$ cat src/design/nntt_pkg.sv
// Shared types, constants and codes for the nearest-neighbour track table.
// Used by nntt_scan, the core and the testbench; depends on nothing.
package nntt_pkg;

    localparam int TRACK_SLOTS_DEF = 8;
    localparam int SQ_W = 26;
    localparam int CFG_IDX_W = 2;

    localparam logic [12:0] HALF_TURN = 13'd2880;
    localparam logic signed [13:0] FULL_TURN = 14'sd5760;
    localparam logic [19:0] HITS_CAP = 20'd1000000;
    localparam logic [7:0] NUMBER_WRAP = 8'd250;

    localparam logic [CFG_IDX_W-1:0] CFG_HITS_TO_CONFIRM = 2'd0;
    localparam logic [CFG_IDX_W-1:0] CFG_MISS_TIMEOUT = 2'd1;
    localparam logic [CFG_IDX_W-1:0] CFG_GATE_DISTANCE = 2'd2;

    localparam logic [19:0] HITS_TO_CONFIRM_RST = 20'd3;
    localparam logic [31:0] MISS_TIMEOUT_RST = 32'd500;
    localparam logic [12:0] GATE_DISTANCE_RST = 13'd80;

    typedef enum logic [1:0] {
        OUT_NONE  = 2'd0,
        OUT_MATCH = 2'd1,
        OUT_NEW   = 2'd2,
        OUT_DROP  = 2'd3
    } outcome_t;

    typedef enum logic [1:0] {
        ST_IDLE,
        ST_SCAN,
        ST_DRAIN,
        ST_COMMIT
    } state_t;

    typedef struct packed {
        logic [7:0]         number;
        logic [12:0]        azimuth;
        logic signed [11:0] elevation;
        logic [11:0]        size;
        logic [19:0]        hits;
        logic [31:0]        last_seen;
    } track_rec_t;

    typedef struct packed {
        logic        match_found;
        logic        free_found;
        logic [19:0] match_hits;
        logic [7:0]  match_number;
        logic        pipe_busy;
    } scan_status_t;

endpackage

$ cat src/design/nntt_ram.sv
// Generic single-write, single-read memory with registered read data.
// No dependencies.
module nntt_ram #(
    parameter int WIDTH = 8,
    parameter int DEPTH = 8,
    localparam int AW = (DEPTH > 1) ? $clog2(DEPTH) : 1
) (
    input  logic             clk,
    input  logic             we,
    input  logic [AW-1:0]    waddr,
    input  logic [WIDTH-1:0] wdata,
    input  logic             re,
    input  logic [AW-1:0]    raddr,
    output logic [WIDTH-1:0] rdata
);

    logic [WIDTH-1:0] mem [DEPTH];
    logic [WIDTH-1:0] rdata_reg;

    always_ff @(posedge clk)
    begin
        if (we)
        begin
            mem[waddr] <= wdata;
        end
        if (re)
        begin
            rdata_reg <= mem[raddr];
        end
    end

    assign rdata = rdata_reg;

endmodule

$ cat src/design/nntt_scan.sv
// Scan pipeline: angular distance, gate test and age test per track record.
// Depends on nntt_pkg; fed by the track memory read port.
module nntt_scan
    import nntt_pkg::*;
#(
    parameter int TRACK_SLOTS = TRACK_SLOTS_DEF,
    localparam int IDX_W = (TRACK_SLOTS > 1) ? $clog2(TRACK_SLOTS) : 1,
    localparam int CNT_W = $clog2(TRACK_SLOTS + 1)
) (
    input  logic                    clk,
    input  logic                    rst_n,
    input  logic                    start,
    input  logic                    issue_valid,
    input  logic [IDX_W-1:0]        issue_idx,
    input  track_rec_t              rd_data,
    input  logic [TRACK_SLOTS-1:0]  slot_used,
    input  logic [12:0]             det_azimuth,
    input  logic signed [11:0]      det_elevation,
    input  logic [31:0]             now_ms,
    input  logic [31:0]             miss_timeout_ms,
    input  logic [SQ_W-1:0]         gate_sq,
    output scan_status_t            status,
    output logic [IDX_W-1:0]        match_idx,
    output logic [IDX_W-1:0]        free_idx,
    output logic [TRACK_SLOTS-1:0]  expire_vec,
    output logic [CNT_W-1:0]        expire_tally
);

    logic                   s0_valid_reg;
    logic [IDX_W-1:0]       s0_idx_reg;

    logic                   s1_valid_reg;
    logic [IDX_W-1:0]       s1_idx_reg;
    logic signed [13:0]     s1_daz_reg;
    logic [11:0]            s1_del_reg;
    logic [19:0]            s1_hits_reg;
    logic [7:0]             s1_number_reg;

    logic                   s2_valid_reg;
    logic [IDX_W-1:0]       s2_idx_reg;
    logic [SQ_W-1:0]        s2_sq_az_reg;
    logic [SQ_W-1:0]        s2_sq_el_reg;
    logic [19:0]            s2_hits_reg;
    logic [7:0]             s2_number_reg;

    logic [SQ_W-1:0]        best_sq_reg;
    logic                   match_found_reg;
    logic [IDX_W-1:0]       match_idx_reg;
    logic [19:0]            match_hits_reg;
    logic [7:0]             match_number_reg;
    logic                   free_found_reg;
    logic [IDX_W-1:0]       free_idx_reg;
    logic [TRACK_SLOTS-1:0] expire_vec_reg;
    logic [CNT_W-1:0]       tally_reg;

    logic [12:0]            az_abs;
    logic signed [13:0]     az_fold;
    logic signed [12:0]     el_diff;
    logic [11:0]            el_abs;
    logic [31:0]            age;
    logic                   aged;
    logic signed [27:0]     prod_az;
    logic [23:0]            prod_el;
    logic [SQ_W-1:0]        sum_sq;
    logic                   take_match;
    logic                   take_free;

    // Stage 1: fold azimuth difference, abs elevation difference, age test
    always_comb
    begin
        az_abs = (rd_data.azimuth >= det_azimuth) ? rd_data.azimuth - det_azimuth
                                                  : det_azimuth - rd_data.azimuth;
        if (az_abs > HALF_TURN)
        begin
            az_fold = FULL_TURN - $signed({1'b0, az_abs});
        end
        else
        begin
            az_fold = $signed({1'b0, az_abs});
        end
        el_diff = $signed({rd_data.elevation[11], rd_data.elevation})
                - $signed({det_elevation[11], det_elevation});
        el_abs = el_diff[12] ? 12'(-el_diff) : el_diff[11:0];
        age = now_ms - rd_data.last_seen;
        aged = slot_used[s0_idx_reg] && (age > miss_timeout_ms);
    end

    // Stage 2: squares
    assign prod_az = s1_daz_reg * s1_daz_reg;
    assign prod_el = s1_del_reg * s1_del_reg;

    // Stage 3: sum, gate compare against the running best, first free slot
    assign sum_sq = s2_sq_az_reg + s2_sq_el_reg;
    assign take_match = s2_valid_reg && slot_used[s2_idx_reg] && (sum_sq < best_sq_reg);
    assign take_free = s2_valid_reg && !slot_used[s2_idx_reg] && !free_found_reg;

    always_ff @(posedge clk or negedge rst_n)
    begin
        if (!rst_n)
        begin
            s0_valid_reg <= 1'b0;
            s1_valid_reg <= 1'b0;
            s2_valid_reg <= 1'b0;
        end
        else
        begin
            s0_valid_reg <= issue_valid;
            s1_valid_reg <= s0_valid_reg;
            s2_valid_reg <= s1_valid_reg;
        end
    end

    always_ff @(posedge clk)
    begin
        s0_idx_reg <= issue_idx;

        s1_idx_reg <= s0_idx_reg;
        s1_daz_reg <= az_fold;
        s1_del_reg <= el_abs;
        s1_hits_reg <= rd_data.hits;
        s1_number_reg <= rd_data.number;

        s2_idx_reg <= s1_idx_reg;
        s2_sq_az_reg <= prod_az[SQ_W-1:0];
        s2_sq_el_reg <= SQ_W'(prod_el);
        s2_hits_reg <= s1_hits_reg;
        s2_number_reg <= s1_number_reg;
    end

    always_ff @(posedge clk or negedge rst_n)
    begin
        if (!rst_n)
        begin
            best_sq_reg <= '0;
            match_found_reg <= 1'b0;
            match_idx_reg <= '0;
            free_found_reg <= 1'b0;
            free_idx_reg <= '0;
            expire_vec_reg <= '0;
            tally_reg <= '0;
            match_hits_reg <= '0;
            match_number_reg <= '0;
        end
        else if (start)
        begin
            best_sq_reg <= gate_sq;
            match_found_reg <= 1'b0;
            free_found_reg <= 1'b0;
            expire_vec_reg <= '0;
            tally_reg <= '0;
        end
        else
        begin
            if (s0_valid_reg && aged)
            begin
                expire_vec_reg[s0_idx_reg] <= 1'b1;
                tally_reg <= tally_reg + CNT_W'(1);
            end
            if (take_match)
            begin
                best_sq_reg <= sum_sq;
                match_found_reg <= 1'b1;
                match_idx_reg <= s2_idx_reg;
                match_hits_reg <= s2_hits_reg;
                match_number_reg <= s2_number_reg;
            end
            if (take_free)
            begin
                free_found_reg <= 1'b1;
                free_idx_reg <= s2_idx_reg;
            end
        end
    end

    always_comb
    begin
        status.match_found = match_found_reg;
        status.free_found = free_found_reg;
        status.match_hits = match_hits_reg;
        status.match_number = match_number_reg;
        status.pipe_busy = s0_valid_reg || s1_valid_reg || s2_valid_reg;
    end

    assign match_idx = match_idx_reg;
    assign free_idx = free_idx_reg;
    assign expire_vec = expire_vec_reg;
    assign expire_tally = tally_reg;

`ifndef SYNTHESIS
    a_match_is_used: assert property (@(posedge clk) disable iff (!rst_n)
        take_match |-> slot_used[s2_idx_reg])
        else $error("match taken on a free slot");

    a_best_within_gate: assert property (@(posedge clk) disable iff (!rst_n)
        take_match |=> best_sq_reg < $past(best_sq_reg))
        else $error("best distance did not shrink on a match");

    a_tally_bound: assert property (@(posedge clk) disable iff (!rst_n)
        $countones(expire_vec_reg) == int'(tally_reg))
        else $error("expire tally disagrees with expire vector");
`endif

endmodule

$ cat src/design/nearest_neighbour_track_table_core.sv
// Top level of the nearest-neighbour track table: sequencer, slot flags,
// configuration registers and result register. Depends on nntt_pkg,
// nntt_ram and nntt_scan.
//
// After an input beat is accepted, the track memory is read one slot per
// cycle through its single read port into a three-stage distance pipeline,
// then a commit state writes the matched or new track back and ages the
// table. The next beat is accepted in the cycle after the commit, while the
// result still waits in the output register, so beats are handled one at a
// time. A result left waiting holds the next commit. The memory needs no
// clearing pass after reset: per-slot used flags held in flip-flops decide
// which records count. Configuration writes are taken every cycle and
// belong between beats, while no beat is in flight.
module nearest_neighbour_track_table_core
    import nntt_pkg::*;
#(
    parameter int TRACK_SLOTS = TRACK_SLOTS_DEF,
    localparam int IDX_W = (TRACK_SLOTS > 1) ? $clog2(TRACK_SLOTS) : 1,
    localparam int CNT_W = $clog2(TRACK_SLOTS + 1)
) (
    input  logic                 clk,
    input  logic                 rst_n,

    input  logic                 cfg_valid,
    output logic                 cfg_ready,
    input  logic [CFG_IDX_W-1:0] cfg_index,
    input  logic [31:0]          cfg_data,

    input  logic                 in_valid,
    output logic                 in_ready,
    input  logic                 has_detection,
    input  logic [12:0]          azimuth,
    input  logic signed [11:0]   elevation,
    input  logic [11:0]          target_size,
    input  logic [31:0]          now_ms,

    output logic                 out_valid,
    input  logic                 out_ready,
    output logic [1:0]           outcome,
    output logic [2:0]           slot,
    output logic [7:0]           track_number,
    output logic [19:0]          hit_count,
    output logic                 confirmed,
    output logic [3:0]           expired_count
);

    localparam logic [IDX_W-1:0] LAST_IDX = IDX_W'(TRACK_SLOTS - 1);
    localparam int REC_W = $bits(track_rec_t);

    state_t                 state_reg;
    state_t                 state_next;
    logic [IDX_W-1:0]       issue_cnt_reg;
    logic [IDX_W-1:0]       issue_cnt_next;

    logic [19:0]            hits_to_confirm_reg;
    logic [31:0]            miss_timeout_reg;
    logic [12:0]            gate_distance_reg;
    logic [SQ_W-1:0]        gate_sq;

    logic                   item_det_reg;
    logic [12:0]            item_az_reg;
    logic signed [11:0]     item_el_reg;
    logic [11:0]            item_size_reg;
    logic [31:0]            item_now_reg;

    logic [TRACK_SLOTS-1:0] slot_used_reg;
    logic [TRACK_SLOTS-1:0] slot_used_next;
    logic [TRACK_SLOTS-1:0] slot_active_reg;
    logic [TRACK_SLOTS-1:0] slot_active_next;
    logic [7:0]             next_number_reg;
    logic [7:0]             next_number_next;

    logic                   out_valid_reg;
    outcome_t               outcome_reg;
    logic [2:0]             slot_reg;
    logic [7:0]             number_reg;
    logic [19:0]            hits_reg;
    logic                   confirmed_reg;
    logic [3:0]             expired_reg;

    outcome_t               outcome_next;
    logic [2:0]             slot_out_next;
    logic [7:0]             number_out_next;
    logic [19:0]            hits_out_next;
    logic                   confirmed_out_next;
    logic [3:0]             expired_out_next;

    logic                   in_accept;
    logic                   scan_start;
    logic                   issue_valid;
    logic                   commit_fire;
    logic                   ram_we;

    track_rec_t             rd_rec;
    track_rec_t             wr_rec;
    logic [REC_W-1:0]       rd_bits;

    scan_status_t           status;
    logic [IDX_W-1:0]       match_idx;
    logic [IDX_W-1:0]       free_idx;
    logic [TRACK_SLOTS-1:0] expire_vec;
    logic [CNT_W-1:0]       expire_tally;

    logic                   is_match;
    logic                   is_new;
    logic [IDX_W-1:0]       touch_idx;
    logic [TRACK_SLOTS-1:0] touch_vec;
    logic [TRACK_SLOTS-1:0] expire_eff;
    logic [CNT_W-1:0]       tally_fix;
    logic [CNT_W+3:0]       tally_ext;
    logic [IDX_W+2:0]       touch_ext;
    logic [19:0]            hits_new;
    logic                   active_new;

    // Configuration
    assign cfg_ready = 1'b1;

    always_ff @(posedge clk or negedge rst_n)
    begin
        if (!rst_n)
        begin
            hits_to_confirm_reg <= HITS_TO_CONFIRM_RST;
            miss_timeout_reg <= MISS_TIMEOUT_RST;
            gate_distance_reg <= GATE_DISTANCE_RST;
        end
        else
        begin
            if (cfg_valid && cfg_ready)
            begin
                case (cfg_index)
                    CFG_HITS_TO_CONFIRM: hits_to_confirm_reg <= cfg_data[19:0];
                    CFG_MISS_TIMEOUT:    miss_timeout_reg <= cfg_data;
                    CFG_GATE_DISTANCE:   gate_distance_reg <= cfg_data[12:0];
                    default:             ;
                endcase
            end
        end
    end

    assign gate_sq = {{(SQ_W-13){1'b0}}, gate_distance_reg}
                   * {{(SQ_W-13){1'b0}}, gate_distance_reg};

    // Sequencer
    always_comb
    begin
        state_next = state_reg;
        case (state_reg)
            ST_IDLE:
            begin
                if (in_valid)
                begin
                    state_next = ST_SCAN;
                end
            end
            ST_SCAN:
            begin
                if (issue_cnt_reg == LAST_IDX)
                begin
                    state_next = ST_DRAIN;
                end
            end
            ST_DRAIN:
            begin
                if (!status.pipe_busy)
                begin
                    state_next = ST_COMMIT;
                end
            end
            ST_COMMIT:
            begin
                if (!out_valid_reg || out_ready)
                begin
                    state_next = ST_IDLE;
                end
            end
            default: state_next = ST_IDLE;
        endcase
    end

    always_comb
    begin
        in_ready = 1'b0;
        issue_valid = 1'b0;
        commit_fire = 1'b0;
        issue_cnt_next = issue_cnt_reg;
        case (state_reg)
            ST_IDLE:
            begin
                in_ready = 1'b1;
                issue_cnt_next = '0;
            end
            ST_SCAN:
            begin
                issue_valid = 1'b1;
                issue_cnt_next = issue_cnt_reg + IDX_W'(1);
            end
            ST_DRAIN:   ;
            ST_COMMIT:  commit_fire = !out_valid_reg || out_ready;
            default:    ;
        endcase
    end

    assign in_accept = in_valid && in_ready;
    assign scan_start = in_accept;

    always_ff @(posedge clk or negedge rst_n)
    begin
        if (!rst_n)
        begin
            state_reg <= ST_IDLE;
            issue_cnt_reg <= '0;
        end
        else
        begin
            state_reg <= state_next;
            issue_cnt_reg <= issue_cnt_next;
        end
    end

    // Hold the accepted beat
    always_ff @(posedge clk)
    begin
        if (in_accept)
        begin
            item_det_reg <= has_detection;
            item_az_reg <= azimuth;
            item_el_reg <= elevation;
            item_size_reg <= target_size;
            item_now_reg <= now_ms;
        end
    end

    // Track memory and scan pipeline
    nntt_ram #(
        .WIDTH (REC_W),
        .DEPTH (TRACK_SLOTS)
    ) u_ram (
        .clk   (clk),
        .we    (ram_we),
        .waddr (touch_idx),
        .wdata (wr_rec),
        .re    (issue_valid),
        .raddr (issue_cnt_reg),
        .rdata (rd_bits)
    );

    assign rd_rec = track_rec_t'(rd_bits);

    nntt_scan #(
        .TRACK_SLOTS (TRACK_SLOTS)
    ) u_scan (
        .clk             (clk),
        .rst_n           (rst_n),
        .start           (scan_start),
        .issue_valid     (issue_valid),
        .issue_idx       (issue_cnt_reg),
        .rd_data         (rd_rec),
        .slot_used       (slot_used_reg),
        .det_azimuth     (item_az_reg),
        .det_elevation   (item_el_reg),
        .now_ms          (item_now_reg),
        .miss_timeout_ms (miss_timeout_reg),
        .gate_sq         (gate_sq),
        .status          (status),
        .match_idx       (match_idx),
        .free_idx        (free_idx),
        .expire_vec      (expire_vec),
        .expire_tally    (expire_tally)
    );

    // Commit: update the touched track, age the rest, build the result
    always_comb
    begin
        is_match = item_det_reg && status.match_found;
        is_new = item_det_reg && !status.match_found && status.free_found;
        touch_idx = is_match ? match_idx : free_idx;
        touch_vec = '0;
        if (is_match || is_new)
        begin
            touch_vec[touch_idx] = 1'b1;
        end
        expire_eff = expire_vec & ~touch_vec;
        tally_fix = expire_tally - CNT_W'(is_match && expire_vec[match_idx]);
        tally_ext = {4'b0, tally_fix};
        touch_ext = {3'b0, touch_idx};

        hits_new = (status.match_hits < HITS_CAP) ? status.match_hits + 20'd1
                                                  : status.match_hits;
        active_new = slot_active_reg[match_idx] || (hits_new >= hits_to_confirm_reg);

        wr_rec.azimuth = item_az_reg;
        wr_rec.elevation = item_el_reg;
        wr_rec.size = item_size_reg;
        wr_rec.last_seen = item_now_reg;
        wr_rec.number = is_match ? status.match_number : next_number_reg;
        wr_rec.hits = is_match ? hits_new : 20'd1;

        slot_used_next = (slot_used_reg & ~expire_eff) | (is_new ? touch_vec : '0);
        slot_active_next = slot_active_reg & ~expire_eff;
        if (is_match)
        begin
            slot_active_next[touch_idx] = active_new;
        end
        if (is_new)
        begin
            slot_active_next[touch_idx] = 1'b0;
        end
        next_number_next = next_number_reg;
        if (is_new)
        begin
            next_number_next = (next_number_reg >= NUMBER_WRAP) ? 8'd1
                                                                : next_number_reg + 8'd1;
        end

        outcome_next = OUT_NONE;
        slot_out_next = 3'd0;
        number_out_next = 8'd0;
        hits_out_next = 20'd0;
        confirmed_out_next = 1'b0;
        if (is_match)
        begin
            outcome_next = OUT_MATCH;
            slot_out_next = touch_ext[2:0];
            number_out_next = status.match_number;
            hits_out_next = hits_new;
            confirmed_out_next = active_new;
        end
        else if (is_new)
        begin
            outcome_next = OUT_NEW;
            slot_out_next = touch_ext[2:0];
            number_out_next = next_number_reg;
            hits_out_next = 20'd1;
        end
        else if (item_det_reg)
        begin
            outcome_next = OUT_DROP;
        end
        expired_out_next = (tally_ext > (CNT_W + 4)'(15)) ? 4'd15 : tally_ext[3:0];
    end

    assign ram_we = commit_fire && (is_match || is_new);

    always_ff @(posedge clk or negedge rst_n)
    begin
        if (!rst_n)
        begin
            slot_used_reg <= '0;
            slot_active_reg <= '0;
            next_number_reg <= 8'd1;
        end
        else if (commit_fire)
        begin
            slot_used_reg <= slot_used_next;
            slot_active_reg <= slot_active_next;
            next_number_reg <= next_number_next;
        end
    end

    // Result register
    always_ff @(posedge clk or negedge rst_n)
    begin
        if (!rst_n)
        begin
            out_valid_reg <= 1'b0;
        end
        else if (commit_fire)
        begin
            out_valid_reg <= 1'b1;
        end
        else if (out_ready)
        begin
            out_valid_reg <= 1'b0;
        end
    end

    always_ff @(posedge clk)
    begin
        if (commit_fire)
        begin
            outcome_reg <= outcome_next;
            slot_reg <= slot_out_next;
            number_reg <= number_out_next;
            hits_reg <= hits_out_next;
            confirmed_reg <= confirmed_out_next;
            expired_reg <= expired_out_next;
        end
    end

    assign out_valid = out_valid_reg;
    assign outcome = outcome_reg;
    assign slot = slot_reg;
    assign track_number = number_reg;
    assign hit_count = hits_reg;
    assign confirmed = confirmed_reg;
    assign expired_count = expired_reg;

`ifndef SYNTHESIS
    a_active_needs_used: assert property (@(posedge clk) disable iff (!rst_n)
        (slot_active_reg & ~slot_used_reg) == '0)
        else $error("active flag set on a free slot");

    a_number_range: assert property (@(posedge clk) disable iff (!rst_n)
        next_number_reg != 8'd0 && next_number_reg <= NUMBER_WRAP)
        else $error("next track number out of range");

    a_commit_drained: assert property (@(posedge clk) disable iff (!rst_n)
        state_reg == ST_COMMIT |-> !status.pipe_busy && !issue_valid)
        else $error("commit with scan pipeline still busy");

    a_match_slot_used: assert property (@(posedge clk) disable iff (!rst_n)
        commit_fire && is_match |-> slot_used_reg[match_idx])
        else $error("match committed to a free slot");

    a_new_slot_free: assert property (@(posedge clk) disable iff (!rst_n)
        commit_fire && is_new |=> slot_used_reg[$past(free_idx)])
        else $error("new track slot not marked used");
`endif

endmodule

$ cat config.mk
export PLATFORM = sky130hd
export DESIGN_NAME = nearest_neighbour_track_table_core
export DESIGN_NICKNAME = d
export VERILOG_FILES = /design/src/design/nntt_pkg.sv /design/src/design/nntt_ram.sv /design/src/design/nntt_scan.sv /design/src/design/nearest_neighbour_track_table_core.sv
export SDC_FILE = /design/constraint.sdc
export NUM_CORES = 2
export LEC_CHECK = 0
export ABC_CLOCK_PERIOD_IN_PS = 10700
export BUFFER_PORTS_ARGS = -buffer_cell sky130_fd_sc_hd__clkbuf_2
export CAP_MARGIN = 20
export CORE_ASPECT_RATIO = 2
export CORE_UTILIZATION = 60
export DETAILED_ROUTE_END_ITERATION = 12
export HOLD_SLACK_MARGIN = 0.05
export PLACE_DENSITY_LB_ADDON = 0.25
export REMOVE_ABC_BUFFERS = 1
export SYNTH_ARGS = -nofsm -noshare
export SYNTH_HDL_FRONTEND = slang
export SYNTH_SLANG_ARGS = --single-unit
$ cat constraint.sdc
create_clock -name clk -period 10.7 [get_ports clk]
set_input_delay 0.535 -clock clk [delete_from_list [all_inputs] [get_ports clk]]
set_output_delay 0.535 -clock clk [all_outputs]
set_load 0.01 [all_outputs]
# After elaboration in Yosys (flattened, before gate mapping)
# Memory sizes are Yosys's and may differ from the RTL's. A register that Yosys moved wholly into a read port is not among the register bits.
# Cells that the tools add are included.
# totals
ff_bits	421
ramBits	776
inputBits	109
output_inout_bits	41
n_memories	1
# classes
addsub	12
n_mul	3
magnitude_cmp	13
eq_ne	10
muxes	56
bitwise	10
n_reduce_logical	37
# memory_table
memory	words	width	rd	rd_ports_with_merged_regs	write_ports	line	source
u_ram.mem	8	97	1	1	1	nntt_ram.sv:17	logic [WIDTH-1:0] mem [DEPTH];
# ops
op	n
$mux W8	10
$mux W20	3
$mux W26	2
$and A8 B8 Y8	4
$gt A32 B32 Y1	1
$sub A32 B32 Y32	1
$add A26 B24 Y26	1
$lt A26 B26 Y1	1
$mul A13 B13 Y26	1
$mul A14 B14 Y26	1
$mux W13	2
$sub A13 B13 Y13	2
$mul A12 B12 Y24	1
$not A8 Y8	3
$add A20 B1 Y20 const B	1
$ge A20 B20 Y1	1
$lt A20 B20 Y1 const B	1
$mux W1	18
$lt A3 B4 Y1 const B	4
$or A8 B8 Y8	2
$logic_and A1 B1 Y1	14
$sub A13 B13 Y14 const A	1
$ge A13 B13 Y1	1
$gt A13 B12 Y1 const B	1
other kinds (28)	64

# Logic depth before layout (Yosys ltp)
# depth
depth_word	15
depth_mapped	26

# Hierarchy
# From an unflattened synthesis, not the netlist that was laid out.
# hier_totals
cells_unflattened	4970
hier_area_um2	68464.4
# by_module_without_submodules
mod	instances	cells_each	area_each_um2	seq_area_each_um2
nntt_ram	1	1232	32093.3	26215.1
nntt_scan	1	2437	22512.8	4709.5
nearest_neighbour_track_table_core	1	1301	13858.3	5634.2

# Worst setup path before layout
# No wires, ideal clock.
# synth_path
path_kind	input to register
start	input out_ready
end	memory u_ram.mem[2][0] in the netlist's numbering, enable pin
setup_ns	0.529
arrival_time_ns	6.044
required_time_ns	10.171
setup_slack_ns	4.127
path_stages	6
path_buffers	1
path_cell_list	nand2b_1 -> nand2_1 -> clkinv_1 -> clkbuf_1 -> nand2_1 -> nor2_1
# synth_between
elab_chain_len	5
# synth_lines
item	line	source
from (decl)	nearest_neighbour_track_table_core.sv:38	input logic out_ready,
$logic_or A1 B1 Y1	nearest_neighbour_track_table_core.sv:198	ST_COMMIT: commit_fire = !out_valid_reg || out_ready;
$mux W1	nearest_neighbour_track_table_core.sv:186	case (state_reg)
via commit_fire	nearest_neighbour_track_table_core.sv:91	logic commit_fire;
$logic_and A1 B1 Y1	nearest_neighbour_track_table_core.sv:342	assign ram_we = commit_fire && (is_match || is_new);
$mux W1	nntt_ram.sv:22	if (we)
$mux W1 (implied by the code)	nntt_ram.sv:24	mem[waddr] <= wdata;
to (decl)	nntt_ram.sv:17	
# The timed path passes the listed nets, and every way through them passes these cells.

# Worst setup path after layout
# layout_path
start	register u_scan.s1_daz_reg[3]
end	register u_scan.s2_sq_az_reg[25]
# layout_between
elab_chain_len	1
# layout_lines
item	line	source
from (decl)	nntt_scan.sv:34	logic signed [13:0] s1_daz_reg;
from (signal assigned)	nntt_scan.sv:118	s1_daz_reg <= az_fold;
$mul A14 B14 Y26	nntt_scan.sv:89	assign prod_az = s1_daz_reg * s1_daz_reg;
via u_scan.prod_az[25]	nntt_scan.sv:62	logic signed [27:0] prod_az;
to (signal assigned)	nntt_scan.sv:124	s2_sq_az_reg <= prod_az[SQ_W-1:0];
to (decl)	nntt_scan.sv:41	logic [SQ_W-1:0] s2_sq_az_reg;
# The timed path passes the listed nets, and every way through them passes these cells.
# A chain may end at the register's enable or synchronous reset.

==> metrics.yaml <==
gp_congestion: 0.890
start_kind: "flop"
fin_crit_sh_pct: 61.6
clk_pin_slew_ns: 0.07
layout.nets: 5739
ys_ff_latch: 1172
pin_count: 150
worst_slew_pin_slew_ns: 1.06
synth-edff-count: 861
grt_max_degree: 107
place_hpwl_mm: 95.3
wirelength_mm: 142
track_usage_pct: 27.3
die_area_mm2: 0.108
ys_seq_area_share_pct: 51.8
grt_pass1_vias: 40519
status: "complete, no violations"
insertion_delay_ns: 0.71
drc_errors: 0
r2r_start: "u_scan.s1_daz_reg[3]"
required_ns: 11.30
setup_viol: 0
hold_path_startpoint: "cfg_data[24]"
synth-main-ff-cell: "edfxtp_1"
die_y_um: 463
drive_gt1_share_pct: 15.0
critPathMostFrequentCell: "fa_1"
cp_cell_sequence: "inv_1 > nor2_1 > fa_1 > inv_1 > fa_1 > inv_1 > fa_1 > fa_1 > fa_1 > inv_1 > fa_1 > inv_1 > ha_1 > a21o_1 > a21oi_1 > nand2_1 > a21oi_1 > nor2_1 > a41oi_1 > a21oi_1 > a211oi_1 > a21oi_1 > xnor2_1"
holdPathStages: 2
overflow: 0
path_buf_inv: 5
fmax_mhz: 152
period_minus_slack_ns: 6.59
fp-row-count: 168
die_w_um: 232
finalHoldViolations: 0
slew_headroom_pct: 29.5
critPathLaunch: "u_scan.s1_daz_reg[3]"
post_cts.repair.setup_buffers: 0
cp_top_family: "adder cells"
syn_to_final_growth_pct: 9.91
r2r_cells: 23
arrival_ns: 7.19
ys_types: 94
dpl.cell_count: 6101
cts_sinks: 1172
via_per_inst: 5.94
synthCells: 4712
synthArstFlopShare_pct: 14.7
numPortBuffers: 136
yosys_warnings: 0
setup_tns_ns: 0
start_util_pct: 60.7
drv_slew: 0
max_stage_delay_ns: 0.73
drt-initial-drc-count: 2314
cts_max_level: 3
avgRoutedWirePerCell_um: 22.3
antenna_found_initial: 5
drv_cap: 0
cts-root-buf: "clkbuf_16"
min_path_type: "input pin to flop"
largest_register_ff_count: 680
avgSynthCellArea_um2: 13.5
finClkSkew_ns: 0.0337
path_class: "flop to flop"
rsz0062_at_grt: "false"
grt_pass1_wl_mm: 221
core-area_mm2: 0.105
cts_made_buffers: 97
path_depth: 23
firstDrtPassIters: 5
path_max_fanout: 12
antenna_left: 0
layoutNonFillerInstCount: 6363
synth.cell_area_mm2: 0.0637
cp-end-kind: "flop"
slowest_stage: "dfxtp_1"
via_count: 37769
tritoncts: "yes"
cts_buffer_depth: 3
==> per-layer routing <==
metal / vias up / part of all wire [%] / track usage [%]
met5: - / 0.013 / 0
met4: 4 / 5.3 / 13.9
met3: 357 / 4.8 / 3.17
met2: 1126 / 54 / 49.8
met1: 19352 / 36 / 30.9
li1: 16930 / - / -
==> metrics by stage <==
step	cell area, um2	hold WS, ns	util [%]	setup WS, ns
finish	70000	0.104	66.7	4.11
global route	70000	0.0845	66.7	3.78
CTS	69900	0.0502	66.7	4.09
detailed placement	65900	0.312	62.8	4.08
global placement	65800	0.311	62.8	4.20
floorplan	63100	0.239	-	2.89
==> cells in the mapped netlist, types with 41 or more instances <==
master,n,share of area (%)
edfxtp_1,861,41
inv_1,674,4.0
ha_1,373,7.3
fa_1,342,11
nand2_1,282,1.7
mux2_2,180,3.2
mux4_2,178,6.3
dfrtp_1,161,6.3
nor2_1,152,0.90
and2_1,149,1.5
dfxtp_1,139,4.4
a21oi_1,134,1.1
xnor2_1,126,1.7
o21ai_0,124,0.97
clkbuf_1,112,0.66
a21o_1,88,1.0
nand3_1,61,0.48
xor2_1,59,0.81
mux2i_1,41,0.64
nor3_1,41,0.32
==> layout make-up <==
class                      instances  area (um2)
sequential                      1172       33000
antenna                            3        7.51
clock buffer                     125        2680
multi-input combinational       2722       27700
inverter                         677        2540
timing repair buffer             245        1720
tap                             1360        1700
clock inverter                    59         671
fill                            7413       34900
==> cell families (layout without fill, tap and decap cells) <==
group / after synthesis / in the layout / synth area share, %
flops: 1172 / 1172 / 51.8
simple gates: 855 / 855 / 6.63
xor+xnor: 187 / 187 / 2.60
buf+inv: 818 / 1106 / 4.89
fa+ha+maj: 715 / 715 / 18.1
compound gates: 565 / 565 / 5.91
mux: 399 / 399 / 10.1
other cells: 1 / 4 / 0.00589
==> timing repair <==
| action | 4_1_cts | 5_1_grt |
|---|---|---|
| hold endpoints to repair | 168 | 0 |
| hold buffers | 74 | 0 |
| gates resized for setup | 0 | 0 |
| endpoints found under the setup margin | 0 | 0 |
==> final timing paths <==
| path | end | slack, ns |
|---|---|---|
| max reg2reg | u_scan.s2_sq_az_reg[25] | 4.11 |
| min | miss_timeout_reg[24] | 0.10 |
| min reg2reg | u_scan.s2_number_reg[3] | 0.30 |
| max | u_scan.s2_sq_az_reg[25] | 4.11 |
| min in group asynchronous | u_scan.best_sq_reg[4] | 0.54 |
| max in group asynchronous | issue_cnt_reg[1] | 8.50 |
==> worst reg2reg max path, delay by kind of cell (launching register included) <==
kind | cells | cell delay [ns]
fa+ha+maj | 7 | 3.17
compound gates | 7 | 1.49
flops | 1 | 0.73
buf+inv | 5 | 0.53
simple gates | 3 | 0.45
xor+xnor | 1 | 0.15
==> layout by cell type, fill, tap and decap left out, drive strengths merged, types with 152 or more instances in the layout <==
cell type,instances
nand2,283
mux2,180
nor2,152
mux4,178
clkbuf,261
dfrtp,161
ha,373
fa,342
edfxtp,861
inv,693
Power is not shown: default switching activity piles up to over one toggle a cycle in this logic, so the estimate is an artifact.
